===== src/hdl/rsc_pkg.sv =====
// Package: shared types, character codes and helper functions for the color command parser.
`timescale 1ns / 1ps
`default_nettype none

package rsc_pkg;

    localparam logic [3:0] PREFIX_LEN = 4'd10;
    localparam logic [8:0] MAG_SAT    = 9'd256;
    localparam logic [8:0] MAG_MAX    = 9'd255;
    localparam logic [1:0] LAST_FIELD = 2'd2;

    localparam logic [7:0] CH_PLUS  = 8'h2B;
    localparam logic [7:0] CH_MINUS = 8'h2D;
    localparam logic [7:0] CH_COMMA = 8'h2C;
    localparam logic [7:0] CH_SPACE = 8'h20;
    localparam logic [7:0] CH_TAB   = 8'h09;
    localparam logic [7:0] CH_CR    = 8'h0D;
    localparam logic [7:0] CH_ZERO  = 8'h30;
    localparam logic [7:0] CH_NINE  = 8'h39;

    typedef enum logic [1:0] {
        STATUS_OK     = 2'd0,
        STATUS_RANGE  = 2'd1,
        STATUS_FORMAT = 2'd2
    } status_t;

    // Number phase: leading blanks/sign, sign seen, inside digits
    typedef enum logic [1:0] {
        PH_LEAD   = 2'd0,
        PH_SIGN   = 2'd1,
        PH_DIGITS = 2'd2
    } phase_t;

    typedef struct packed {
        status_t    status;
        logic [7:0] red;
        logic [7:0] green;
        logic [7:0] blue;
    } rsc_result_t;

    // Literal command prefix "SET_COLOR="
    function automatic logic [7:0] prefix_char(input logic [3:0] pos);
        logic [7:0] c;
        unique case (pos)
            4'd0:    c = 8'h53; // S
            4'd1:    c = 8'h45; // E
            4'd2:    c = 8'h54; // T
            4'd3:    c = 8'h5F; // _
            4'd4:    c = 8'h43; // C
            4'd5:    c = 8'h4F; // O
            4'd6:    c = 8'h4C; // L
            4'd7:    c = 8'h4F; // O
            4'd8:    c = 8'h52; // R
            4'd9:    c = 8'h3D; // =
            default: c = 8'h00;
        endcase
        return c;
    endfunction

    function automatic logic is_space(input logic [7:0] c);
        return (c == CH_SPACE) || ((c >= CH_TAB) && (c <= CH_CR));
    endfunction

    function automatic logic is_digit(input logic [7:0] c);
        return (c >= CH_ZERO) && (c <= CH_NINE);
    endfunction

    // A finished number is legal when it fits 0..255; minus is allowed on zero only
    function automatic logic num_ok(input logic neg, input logic [8:0] mag);
        return (mag <= MAG_MAX) && (!neg || (mag == 9'd0));
    endfunction

endpackage

`default_nettype wire


===== src/hdl/rsc_if.sv =====
// Interfaces: command character channel and result channel.
`timescale 1ns / 1ps
`default_nettype none

interface rsc_char_if;
    logic       valid;
    logic       ready;
    logic [7:0] ch;
    logic       is_last;

    modport source (output valid, output ch, output is_last, input ready);
    modport sink   (input valid, input ch, input is_last, output ready);
endinterface

interface rsc_result_if;
    logic       valid;
    logic       ready;
    logic [1:0] status;
    logic [7:0] red;
    logic [7:0] green;
    logic [7:0] blue;

    modport source (output valid, output status, output red, output green, output blue,
                    input ready);
    modport sink   (input valid, input status, input red, input green, input blue,
                    output ready);
endinterface

`default_nettype wire


===== src/hdl/rsc_parser.sv =====
// Parser core: per-character parse state, command close and stored color.
`timescale 1ns / 1ps
`default_nettype none

module rsc_parser (
    input  wire logic               clk,
    input  wire logic               rst_n,
    input  wire logic               advance,
    input  wire logic [7:0]         ch,
    input  wire logic               is_last,
    output rsc_pkg::rsc_result_t    result
);
    import rsc_pkg::*;

    logic [3:0]  prefix_pos_reg,  prefix_pos_next,  prefix_pos_tk;
    logic [1:0]  field_reg,       field_next,       field_tk;
    phase_t      phase_reg,       phase_next,       phase_tk;
    logic        negative_reg,    negative_next,    negative_tk;
    logic [8:0]  magnitude_reg,   magnitude_next,   magnitude_tk;
    logic        fmt_fail_reg,    fmt_fail_next,    fmt_fail_tk;
    logic        rng_fail_reg,    rng_fail_next,    rng_fail_tk;
    logic        matched_reg,     matched_next,     matched_tk;
    logic [7:0]  pend_red_reg,    pend_red_next,    pend_red_tk;
    logic [7:0]  pend_green_reg,  pend_green_next,  pend_green_tk;
    logic [7:0]  color_red_reg,   color_red_next;
    logic [7:0]  color_green_reg, color_green_next;
    logic [7:0]  color_blue_reg,  color_blue_next;

    logic [12:0] mag_x10;
    logic [8:0]  mag_acc;
    logic        matched_cl;
    logic        rng_fail_cl;
    status_t     status_cl;

    // Decimal accumulate with saturation
    assign mag_x10 = ({4'b0, magnitude_reg} << 3) + ({4'b0, magnitude_reg} << 1)
                   + {9'b0, ch[3:0]};
    assign mag_acc = (mag_x10 > {4'b0, MAG_SAT}) ? MAG_SAT : mag_x10[8:0];

    // Consume one character
    always_comb
    begin
        prefix_pos_tk = prefix_pos_reg;
        field_tk      = field_reg;
        phase_tk      = phase_reg;
        negative_tk   = negative_reg;
        magnitude_tk  = magnitude_reg;
        fmt_fail_tk   = fmt_fail_reg;
        rng_fail_tk   = rng_fail_reg;
        matched_tk    = matched_reg;
        pend_red_tk   = pend_red_reg;
        pend_green_tk = pend_green_reg;
        if (!fmt_fail_reg && !matched_reg)
        begin
            if (prefix_pos_reg < PREFIX_LEN)
            begin
                if (ch == prefix_char(prefix_pos_reg))
                    prefix_pos_tk = prefix_pos_reg + 4'd1;
                else
                    fmt_fail_tk = 1'b1;
            end
            else
            begin
                unique case (phase_reg)
                    PH_LEAD:
                    begin
                        if (is_space(ch))
                        begin
                            phase_tk = PH_LEAD;
                        end
                        else if ((ch == CH_PLUS) || (ch == CH_MINUS))
                        begin
                            negative_tk = (ch == CH_MINUS);
                            phase_tk    = PH_SIGN;
                        end
                        else if (is_digit(ch))
                        begin
                            magnitude_tk = {5'b0, ch[3:0]};
                            phase_tk     = PH_DIGITS;
                        end
                        else
                            fmt_fail_tk = 1'b1;
                    end
                    PH_SIGN:
                    begin
                        if (is_digit(ch))
                        begin
                            magnitude_tk = {5'b0, ch[3:0]};
                            phase_tk     = PH_DIGITS;
                        end
                        else
                            fmt_fail_tk = 1'b1;
                    end
                    default:
                    begin
                        if (is_digit(ch))
                            magnitude_tk = mag_acc;
                        else
                        begin
                            // close the current number
                            if (!num_ok(negative_reg, magnitude_reg))
                                rng_fail_tk = 1'b1;
                            if (field_reg == 2'd0)
                                pend_red_tk = magnitude_reg[7:0];
                            else if (field_reg == 2'd1)
                                pend_green_tk = magnitude_reg[7:0];
                            if (field_reg >= LAST_FIELD)
                                matched_tk = 1'b1;
                            else if (ch == CH_COMMA)
                            begin
                                field_tk     = field_reg + 2'd1;
                                phase_tk     = PH_LEAD;
                                negative_tk  = 1'b0;
                                magnitude_tk = 9'd0;
                            end
                            else
                                fmt_fail_tk = 1'b1;
                        end
                    end
                endcase
            end
        end
    end

    // Close the command on the last character, form the result and next state
    always_comb
    begin
        matched_cl  = matched_tk;
        rng_fail_cl = rng_fail_tk;
        if (!fmt_fail_tk && !matched_tk && (prefix_pos_tk >= PREFIX_LEN) &&
            (phase_tk == PH_DIGITS) && (field_tk >= LAST_FIELD))
        begin
            matched_cl = 1'b1;
            if (!num_ok(negative_tk, magnitude_tk))
                rng_fail_cl = 1'b1;
        end

        color_red_next   = color_red_reg;
        color_green_next = color_green_reg;
        color_blue_next  = color_blue_reg;
        priority if (fmt_fail_tk || !matched_cl)
            status_cl = STATUS_FORMAT;
        else if (rng_fail_cl)
            status_cl = STATUS_RANGE;
        else
        begin
            status_cl = STATUS_OK;
            if (is_last)
            begin
                color_red_next   = pend_red_tk;
                color_green_next = pend_green_tk;
                color_blue_next  = magnitude_tk[7:0];
            end
        end

        result.status = status_cl;
        result.red    = color_red_next;
        result.green  = color_green_next;
        result.blue   = color_blue_next;

        if (is_last)
        begin
            prefix_pos_next = 4'd0;
            field_next      = 2'd0;
            phase_next      = PH_LEAD;
            negative_next   = 1'b0;
            magnitude_next  = 9'd0;
            fmt_fail_next   = 1'b0;
            rng_fail_next   = 1'b0;
            matched_next    = 1'b0;
            pend_red_next   = 8'd0;
            pend_green_next = 8'd0;
        end
        else
        begin
            prefix_pos_next = prefix_pos_tk;
            field_next      = field_tk;
            phase_next      = phase_tk;
            negative_next   = negative_tk;
            magnitude_next  = magnitude_tk;
            fmt_fail_next   = fmt_fail_tk;
            rng_fail_next   = rng_fail_tk;
            matched_next    = matched_tk;
            pend_red_next   = pend_red_tk;
            pend_green_next = pend_green_tk;
        end
    end

    always_ff @(posedge clk or negedge rst_n)
    begin
        if (!rst_n)
        begin
            prefix_pos_reg  <= 4'd0;
            field_reg       <= 2'd0;
            phase_reg       <= PH_LEAD;
            negative_reg    <= 1'b0;
            magnitude_reg   <= 9'd0;
            fmt_fail_reg    <= 1'b0;
            rng_fail_reg    <= 1'b0;
            matched_reg     <= 1'b0;
            pend_red_reg    <= 8'd0;
            pend_green_reg  <= 8'd0;
            color_red_reg   <= 8'd0;
            color_green_reg <= 8'd0;
            color_blue_reg  <= 8'd0;
        end
        else if (advance)
        begin
            prefix_pos_reg  <= prefix_pos_next;
            field_reg       <= field_next;
            phase_reg       <= phase_next;
            negative_reg    <= negative_next;
            magnitude_reg   <= magnitude_next;
            fmt_fail_reg    <= fmt_fail_next;
            rng_fail_reg    <= rng_fail_next;
            matched_reg     <= matched_next;
            pend_red_reg    <= pend_red_next;
            pend_green_reg  <= pend_green_next;
            color_red_reg   <= color_red_next;
            color_green_reg <= color_green_next;
            color_blue_reg  <= color_blue_next;
        end
    end

endmodule

`default_nettype wire


===== src/hdl/rgb_set_command_parser.sv =====
// Top level: color command parser with input register and result register.
//
// Usage:
//   cmd carries one ASCII character per transaction (ch) plus is_last, which
//   marks the final character of a command "SET_COLOR=r,g,b". Every
//   character is parsed; the last one also closes the command.
//   rsp carries one transaction per command: status (0 updated, 1 value out
//   of range, 2 bad format) and the stored red/green/blue after the command.
//   Characters that are not last produce no rsp transaction.
// Path: an accepted character sits in the input register and is parsed when
//   it advances; the result of a last character is loaded into the result
//   register, where rsp shows it.
// Throughput: one character per cycle, back to back, unless a last one waits;
//   the parse step is a single pass of small logic between the two registers.
// Stall: while a result waits in the result register, non-last characters
//   keep flowing; a last character waits in the input register, and cmd.ready
//   drops only when that register is also occupied. Nothing is lost.
// Reset (rst_n low, asynchronous): both registers empty, parse state cleared,
//   stored color set to black (0,0,0).
`timescale 1ns / 1ps
`default_nettype none

module rgb_set_command_parser (
    input wire logic    clk,
    input wire logic    rst_n,
    rsc_char_if.sink    cmd,
    rsc_result_if.source rsp
);
    import rsc_pkg::*;

    logic        in_valid_reg, in_valid_next;
    logic [7:0]  in_ch_reg;
    logic        in_last_reg;
    logic        out_valid_reg, out_valid_next;
    rsc_result_t out_reg;
    rsc_result_t step_result;
    logic        out_free;
    logic        advance;
    logic        take;

    // Advance the held character when its result (if any) has room
    assign out_free = !out_valid_reg || rsp.ready;
    assign advance  = in_valid_reg && (!in_last_reg || out_free);
    assign cmd.ready = !in_valid_reg || advance;
    assign take     = cmd.valid && cmd.ready;

    rsc_parser u_parser (
        .clk     (clk),
        .rst_n   (rst_n),
        .advance (advance),
        .ch      (in_ch_reg),
        .is_last (in_last_reg),
        .result  (step_result)
    );

    always_comb
    begin
        in_valid_next = in_valid_reg;
        if (take)
            in_valid_next = 1'b1;
        else if (advance)
            in_valid_next = 1'b0;

        out_valid_next = out_valid_reg;
        if (advance && in_last_reg)
            out_valid_next = 1'b1;
        else if (rsp.ready)
            out_valid_next = 1'b0;
    end

    always_ff @(posedge clk or negedge rst_n)
    begin
        if (!rst_n)
        begin
            in_valid_reg  <= 1'b0;
            out_valid_reg <= 1'b0;
        end
        else
        begin
            in_valid_reg  <= in_valid_next;
            out_valid_reg <= out_valid_next;
        end
    end

    // Payload registers: load on transaction, hold otherwise
    always_ff @(posedge clk)
    begin
        if (take)
        begin
            in_ch_reg   <= cmd.ch;
            in_last_reg <= cmd.is_last;
        end
        if (advance && in_last_reg)
            out_reg <= step_result;
    end

    assign rsp.valid  = out_valid_reg;
    assign rsp.status = out_reg.status;
    assign rsp.red    = out_reg.red;
    assign rsp.green  = out_reg.green;
    assign rsp.blue   = out_reg.blue;

    // A result appears only after a last character was parsed
    a_result_source: assert property (@(posedge clk) disable iff (!rst_n)
        $rose(out_valid_reg) |-> $past(advance && in_last_reg))
        else $error("result raised without a closing character");

    // A waiting result is never overwritten
    a_no_overwrite: assert property (@(posedge clk) disable iff (!rst_n)
        (out_valid_reg && !rsp.ready) |-> !(advance && in_last_reg))
        else $error("pending result overwritten");

    // A held character that does not advance stays intact
    a_hold_input: assert property (@(posedge clk) disable iff (!rst_n)
        (in_valid_reg && !advance) |=> (in_valid_reg && $stable(in_ch_reg)
                                        && $stable(in_last_reg)))
        else $error("held character lost or changed");

endmodule

`default_nettype wire

===== src/flat_wrapper.sv =====
// flat-port wrapper written by rule: the top's interface ports become plain ports
module rgb_set_command_parser_flat import rsc_pkg::*;
  (clk, rst_n, cmd_valid, cmd_ch, cmd_is_last, cmd_ready, rsp_valid, rsp_status, rsp_red, rsp_green, rsp_blue, rsp_ready);
  rsc_char_if cmd_i ();
  rsc_result_if rsp_i ();
  input wire logic clk;
  input wire logic rst_n;
  input wire logic [$bits(cmd_i.valid)-1:0] cmd_valid;
  input wire logic [$bits(cmd_i.ch)-1:0] cmd_ch;
  input wire logic [$bits(cmd_i.is_last)-1:0] cmd_is_last;
  output wire logic [$bits(cmd_i.ready)-1:0] cmd_ready;
  output wire logic [$bits(rsp_i.valid)-1:0] rsp_valid;
  output wire logic [$bits(rsp_i.status)-1:0] rsp_status;
  output wire logic [$bits(rsp_i.red)-1:0] rsp_red;
  output wire logic [$bits(rsp_i.green)-1:0] rsp_green;
  output wire logic [$bits(rsp_i.blue)-1:0] rsp_blue;
  input wire logic [$bits(rsp_i.ready)-1:0] rsp_ready;
  assign cmd_i.valid = cmd_valid;
  assign cmd_i.ch = cmd_ch;
  assign cmd_i.is_last = cmd_is_last;
  assign cmd_ready = cmd_i.ready;
  assign rsp_valid = rsp_i.valid;
  assign rsp_status = rsp_i.status;
  assign rsp_red = rsp_i.red;
  assign rsp_green = rsp_i.green;
  assign rsp_blue = rsp_i.blue;
  assign rsp_i.ready = rsp_ready;
  rgb_set_command_parser u_core (.clk(clk), .rst_n(rst_n), .cmd(cmd_i), .rsp(rsp_i));
endmodule

===== config.mk =====
export PLATFORM = sky130hd
export DESIGN_NAME = rgb_set_command_parser_flat
export DESIGN_NICKNAME = d
export VERILOG_FILES = /design/src/hdl/rsc_pkg.sv /design/src/hdl/rsc_if.sv /design/src/hdl/rsc_parser.sv /design/src/hdl/rgb_set_command_parser.sv /design/src/flat_wrapper.sv
export SDC_FILE = /design/constraint.sdc
export NUM_CORES = 1
export LEC_CHECK = 0
export BUFFER_PORTS_ARGS = -buffer_cell sky130_fd_sc_hd__buf_2
export CAP_MARGIN = 20
export CELL_PAD_IN_SITES_DETAIL_PLACEMENT = 1
export CELL_PAD_IN_SITES_GLOBAL_PLACEMENT = 2
export CORE_MARGIN = 5
export CORE_UTILIZATION = 44
export CTS_CLUSTER_SIZE = 10
export DETAILED_ROUTE_END_ITERATION = 16
export PLACE_DENSITY = 0.9
export SLEW_MARGIN = 20
export SYNTH_ARGS = -nofsm -noshare
export SYNTH_HDL_FRONTEND = slang
export SYNTH_SLANG_ARGS = --single-unit

===== constraint.sdc =====
create_clock -name clk -period 10.7 [get_ports clk]
set_input_delay 2.14 -clock clk [delete_from_list [all_inputs] [get_ports clk]]
set_output_delay 2.14 -clock clk [all_outputs]
set_load 0.02 [all_outputs]

==> results of run 1 <==
==> stage by stage <==
stage          utilization  cells  cell area [µm²]
2_1_floorplan            -    561             6093
3_3_place_gp        0.4637    757             6362
3_5_place_dp        0.4637    757             6362
4_1_cts             0.4896    773             6718
5_1_grt             0.4896    773             6718
6_report            0.4896    773             6718
==> final cells by class <==
type,count,share of cell area
inverter,22,0.01229
timing repair buffer,43,0.03315
clock inverter,6,0.01732
multi-input combinational,414,0.4770
clock buffer,10,0.03557
sequential,98,0.3911
tap,180,0.03353
==> cell families (layout without fill, tap and decap cells) <==
group | count (synthesis) | count (layout) | synth area share
buffers and inverters | 49 | 81 | 0.04292
AO/OA/AOI/OAI | 162 | 162 | 0.1904
multiplexers | 60 | 60 | 0.1234
AND/OR/NAND/NOR | 159 | 159 | 0.1450
flip-flops | 98 | 98 | 0.4312
adder cells (fa/ha/maj) | 28 | 28 | 0.05996
XOR/XNOR | 5 | 5 | 0.007187
==> power by group through the flow <==
stage | clock, µW | combinational (µW) | sequential [µW]
floorplan | 0 | 61.6 | 426
global placement | 0 | 94.8 | 426
detailed placement | 0 | 98.1 | 428
CTS | 393 | 98.5 | 420
global route | 409 | 108 | 422
finish | 387 | 97.9 | 420
==> worst register-to-register path, stage by stage (launching register included) <==
cell and delay (ps):
sky130_fd_sc_hd__dfrtp_1 520, sky130_fd_sc_hd__inv_1 190, sky130_fd_sc_hd__fa_1 570, sky130_fd_sc_hd__inv_1 90, sky130_fd_sc_hd__ha_1 330, sky130_fd_sc_hd__and3_4 190, sky130_fd_sc_hd__or3_4 390, sky130_fd_sc_hd__a2111oi_4 420
sky130_fd_sc_hd__o211ai_1 160, sky130_fd_sc_hd__a211oi_2 410, sky130_fd_sc_hd__a21boi_1 260, sky130_fd_sc_hd__nor3b_2 110, sky130_fd_sc_hd__o211ai_4 840, sky130_fd_sc_hd__mux2_2 450
==> Yosys cell counts (all sizes together) (3+ instances only) <==
master and instances:
a2111oi 3, a211oi 6, a21o 4, a21oi 25, a22o 8, a22oi 19, and2 5, and3 6
buf 12, clkbuf 15, dfrtp 63, edfxtp 35, ha 26, inv 22, mux2 55, mux2i 5
nand2 48, nand2b 5, nand3 9, nand3b 3, nand4 5, nor2 25, nor2b 6, nor3 13
nor3b 7, nor4 10, nor4b 3, o211ai 5, o21a 5, o21ai 49, o221ai 3, o22ai 9
or2 3, or3 3, xnor2 4
==> cell usage in the layout (no fill, tap or decap), types with 19 or more instances in the layout <==
cell                        n
sky130_fd_sc_hd__a21oi_1   25
sky130_fd_sc_hd__a22oi_1   19
sky130_fd_sc_hd__buf_2     40
sky130_fd_sc_hd__ha_1      26
sky130_fd_sc_hd__nand2_1   48
sky130_fd_sc_hd__inv_1     22
sky130_fd_sc_hd__mux2_4    22
sky130_fd_sc_hd__o21ai_0   46
sky130_fd_sc_hd__edfxtp_1  35
sky130_fd_sc_hd__dfrtp_1   63
sky130_fd_sc_hd__nor2_1    25
sky130_fd_sc_hd__mux2_2    19
==> per-layer routing <==
metal / track usage / part of all wire
met5: 0 / 0.00077
met4: 0.06242 / 0.019
met2: 0.3580 / 0.50
met3: 0.04542 / 0.060
met1: 0.2803 / 0.42
==> worst paths after layout <==
kind | startpoint | end | slack (ps) | cells after the start
max in group asynchronous | rst_n | u_core.u_parser.magnitude_reg[3] | 8160 | 2
setup / recovery | u_core.u_parser.magnitude_reg[2] | u_core.rsp.red[6] | 5520 | 13
hold / removal | u_core.u_parser.color_green_reg[0] | u_core.u_parser.color_green_reg[0] | 500 | 1
hold reg to reg | u_core.u_parser.color_green_reg[0] | u_core.u_parser.color_green_reg[0] | 500 | 1
min in group asynchronous | rst_n | u_core.u_parser.color_red_reg[4] | 1980 | 2
setup reg to reg | u_core.u_parser.magnitude_reg[2] | u_core.rsp.red[6] | 5520 | 13
==> results.cfg, run 1 <==
[setup_path]
startpoint_to_endpoint_class_of_the_critical_path = flip-flop to flip-flop
cp_num_buf_inv = 2
worstSetupStartpointType = flip-flop
crit_path_cell_trace = inv_1 > fa_1 > inv_1 > ha_1 > and3_4 > or3_4 > a2111oi_4 > o211ai_1 > a211oi_2 > a21boi_1 > nor3b_2 > o211ai_4 > mux2_2
timing.critical_path.slowest_stage_cell = sky130_fd_sc_hd__o211ai_4
cp_data_required_time_ps = 10810
worst_ep_arrival_time_ps = 5290
crit_fanout = 24
critPathMostFrequentCell = sky130_fd_sc_hd__inv_1
slowest_delay_ps = 830
critical_path.top_delay_family = compound AO/OA/AOI/OAI gates
endpoint_kind = flip-flop

[clock_network]
root_buffer = sky130_fd_sc_hd__clkbuf_16
clk_latency_ps = 360
tritoncts = yes
clk_slew_on_worst_s_h_paths_ps = 70
clock_path_buffers = 2
cts_setup_buffers = 0
cts-hold-fix-buffers = 0
cts.htree.levels = 3
tritoncts_num_sinks = 98
numCtsBuffers = 9
ctsResizeCount = 0

[detailed_routing]
wl_per_cell_um = 21.91
dr_total_vias = 4730
drt_first_iter_violations = 344
antenna_left = 0
detailed_route_vias_per_instance = 6.119
detail_route.drc_violations = 0
route.final.wire_length_mm = 16.94
firstDrtPassIters = 4

[global_routing]
first_pass_grt_wire_length_mm = 27.26
grt_remaining_overflow = 0
grt_start_max_net_pins = 64
grt_antenna_before_repair = 1
first_global_vias = 4990
grtUsageTotal = 0.2138

[pwr]
power.switching_fraction = 0.2526
ir_drop_mv = 0.09011
final_power_uw = 905.2
power_frac_comb = 0.108
seq_power_share = 0.464
internal-power_uw = 676.5
pwr_density_cell_nw_per_um2 = 134.8
cellLeakagePower_uw = 0.002873
clock_power_share = 0.428
power.switching_uw = 228.7

[floorplanning]
die-area_um2 = 16300
floorplan.io_pins = 41
die-height_um = 127.7
floorplan.rows = 43
floorplan.initialDensity = 0.4441
die_w_um = 127.7
fp.coreArea_um2 = 13720

[logic_synthesis]
synth_cells = 561
synth_top_area_cell = sky130_fd_sc_hd__dfrtp_1
ys_types = 83
synth_sequential_area_ratio = 0.4312
synth.area.top_cells = sky130_fd_sc_hd__dfrtp_1 26%, sky130_fd_sc_hd__edfxtp_1 17%, sky130_fd_sc_hd__mux2_4 5.4%
synth.yosys.warnings = 0
dominantRegCellSynth = sky130_fd_sc_hd__dfrtp_1
postSynthRegisterBits = 98
post-synth-top-area-fraction = 0.2587
synth.cell_area_um2 = 6093
number_of_enable_type_register_cells_in_the_synthesized_netlist = 35
synthesis.nets = 602
ys_async_sr_fraction = 0.6429
syn_area_cell_um2 = 10.86

[final_layout]
multi_input_logic_area_um2 = 3204
number_of_diodes_added_for_antenna_fixing = 0
area_delta_synth_final_pct = 10.25
layout.nets = 629
seqCellArea_um2 = 2628
drive_gt1_frac = 0.2091
largest_register_ffs = 9
final.fill_count = 1508

[timing]
post-route-worst-setup-slack_ps = 5520
grt_setup_unrepaired = no
timing.final.setup_violations = 0
fmax_mhz = 193.0
final.setup_skew_ps = 7.930
timing.slew.headroom = 0.2618
final_period_util = 0.4841
hold_slack_ps = 497.4
tns_ps = 0
max_slew_violation_count = 0
final-hold-violation-count = 0
worst-slew-pin-transition_ps = 1102
period_needed_ps = 5180

[outcome]
result_of_the_run = finished, final reports clean

[place]
port-buffer-count = 40
finalWeightedCongestion = 0.9310
detailedPlace.worstSlack_ps = 5523
dp_hpwl_mm = 12.15

[run]
drv.max_cap_violation_count = 0

[worst_hold_path]
min_path_type = flip-flop to flip-flop
Power figures use the tool's default switching activity.
==> run 2, diff against run 1 <==
- CORE_UTILIZATION: 44 -> 37
- PLACE_DENSITY: 0.9 -> 0.81
- clock period: 10.7 -> 4.18 ns (I/O delays scaled with it)
==> results.cfg, run 2 (same netlist as run 1, synthesis figures left out) <==
[pwr]
cellLeakagePower_uw = 0.003043
ir_drop_mv = 0.1891
pwr_density_cell_nw_per_um2 = 311.2
final_power_uw = 2212

[clock_network]
root_buffer = sky130_fd_sc_hd__clkbuf_16
clock_path_buffers = 2
clk_slew_on_worst_s_h_paths_ps = 80
cts.htree.levels = 3
cts-hold-fix-buffers = 0
numCtsBuffers = 9
clk_latency_ps = 360
tritoncts = yes
tritoncts_num_sinks = 98

[place]
port-buffer-count = 40
placedCellCount = 825
finalWeightedCongestion = 0.8640
dp_hpwl_mm = 12.95

[global_routing]
grt_antenna_before_repair = 0
first_pass_grt_wire_length_mm = 28.61
grtUsageTotal = 0.1862
grt_start_max_net_pins = 28
first_global_vias = 5127
grt_remaining_overflow = 0

[detailed_routing]
detailed_route_vias_per_instance = 5.640
route.final.wire_length_mm = 17.85
drt_first_iter_violations = 348
detail_route.drc_violations = 0
antenna_left = 0
wl_per_cell_um = 21.13
dr_total_vias = 4766
firstDrtPassIters = 4

[worst_hold_path]
min_path_type = input pin to async pin

[final_layout]
layout.cells.most_common = sky130_fd_sc_hd__dfrtp_1
number_of_diodes_added_for_antenna_fixing = 0
drive_gt1_frac = 0.2768
area_delta_synth_final_pct = 16.63
finish.cell_count_without_fillers = 845
largest_register_ffs = 9
layout.nets = 661
layout_common_cells = 61 x sky130_fd_sc_hd__dfrtp_1, 48 x sky130_fd_sc_hd__nand2_1, 46 x sky130_fd_sc_hd__o21ai_0

[run]
drv.max_cap_violation_count = 0

[setup_path]
slowest_delay_ps = 550
endpoint_kind = flip-flop
worstSetupStartpointType = flip-flop
startpoint_to_endpoint_class_of_the_critical_path = flip-flop to flip-flop
rr_worst_depth = 17
worst_ep_arrival_time_ps = 4280
timing.critical_path.slowest_stage_cell = sky130_fd_sc_hd__fa_1
cp_data_required_time_ps = 4430
crit_path_cell_trace = inv_2 > fa_1 > inv_2 > fa_2 > a211oi_2 > o21bai_1 > a21oi_1 > xnor2_2 > buf_4 > a211oi_2 > a21boi_2 > nor3b_2 > buf_4 > o211ai_4 > buf_12 > clkbuf_16 > mux2_2
crit_fanout = 6

[floorplanning]
floorplan.rows = 47
die_w_um = 138.3
die-area_um2 = 19140
fp.coreArea_um2 = 16350
die-height_um = 138.3
floorplan.initialDensity = 0.3727
floorplan.io_pins = 41

[timing]
timing.slew.headroom = 0.3204
final.setup_skew_ps = 10.14
worst-slew-pin-transition_ps = 1019
fmax_mhz = 248.0
period_needed_ps = 4033
final-hold-violation-count = 0
timing.final.setup_violations = 0
final_period_util = 0.9648
max_slew_violation_count = 0
tns_ps = 0

[outcome]
result_of_the_run = finished, final reports clean
==> run 2: layout make-up <==
class	count	area, µm²
fill	1888	9241
multi-input combinational	414	3274
sequential	98	2630
timing repair buffer	75	538.0
tap	220	275.3
clock buffer	9	225.2
inverter	22	82.58
clock inverter	7	81.33
==> run 2: repair_timing <==
item / in CTS / in global routing
cloned: 1 / 1
endpoints found under the setup margin: 10 / 46
gates resized for setup: 4 / 14
setup buffers: 0 / 2
pin swaps: 1 / 8
==> run 2: worst paths after layout <==
check                                                    from                                 end  slack (ps)
max                                       u_core.in_ch_reg[3]   u_core.u_parser.color_blue_reg[4]         150
min reg2reg                u_core.u_parser.color_green_reg[0]  u_core.u_parser.color_green_reg[0]         500
min                                                     rst_n  u_core.u_parser.color_green_reg[4]         370
max reg2reg                               u_core.in_ch_reg[3]   u_core.u_parser.color_blue_reg[4]         150
min in group clk           u_core.u_parser.color_green_reg[0]  u_core.u_parser.color_green_reg[0]         500
max in group asynchronous                               rst_n    u_core.u_parser.magnitude_reg[3]        3090
==> run 2: through the flow <==
step                      setup WS, ps  utilization  instance area, µm²  hold WS (ps)
after floorplan                  32.73            -                6093         458.5
after global placement           67.25       0.4066                6648         469.3
after detailed placement        -32.19       0.4066                6648         481.5
after CTS                        9.864       0.4277                6992         375.6
after global routing            -58.44       0.4347                7107         390.4
final                            147.1       0.4347                7107         369.2
==> run 2: worst max-delay path, delay by kind of cell (launching register included) <==
kind	cells	cell delay [ps]
compound gates	6	1270
fa+ha+maj	2	990
buf+inv	6	750
flops	1	370
mux	1	330
xor+xnor	1	140
simple gates	1	90
==> run 2: where the power goes <==
part | leakage, µW | total [µW] | internal (µW) | switching, µW
clock | 0.000150 | 853 | 427 | 426
combinational | 0.00170 | 294 | 115 | 179
sequential | 0.00119 | 1060 | 1030 | 32.4
total | 0.00304 | 2210 | 1570 | 638
==> run 2: per-layer routing <==
metal	wire, µm	global-route usage	part of all wire
met5	0	0	0
met4	493	0.06656	0.028
met3	555	0.02935	0.031
met2	8950	0.3207	0.50
met1	7851	0.2377	0.44
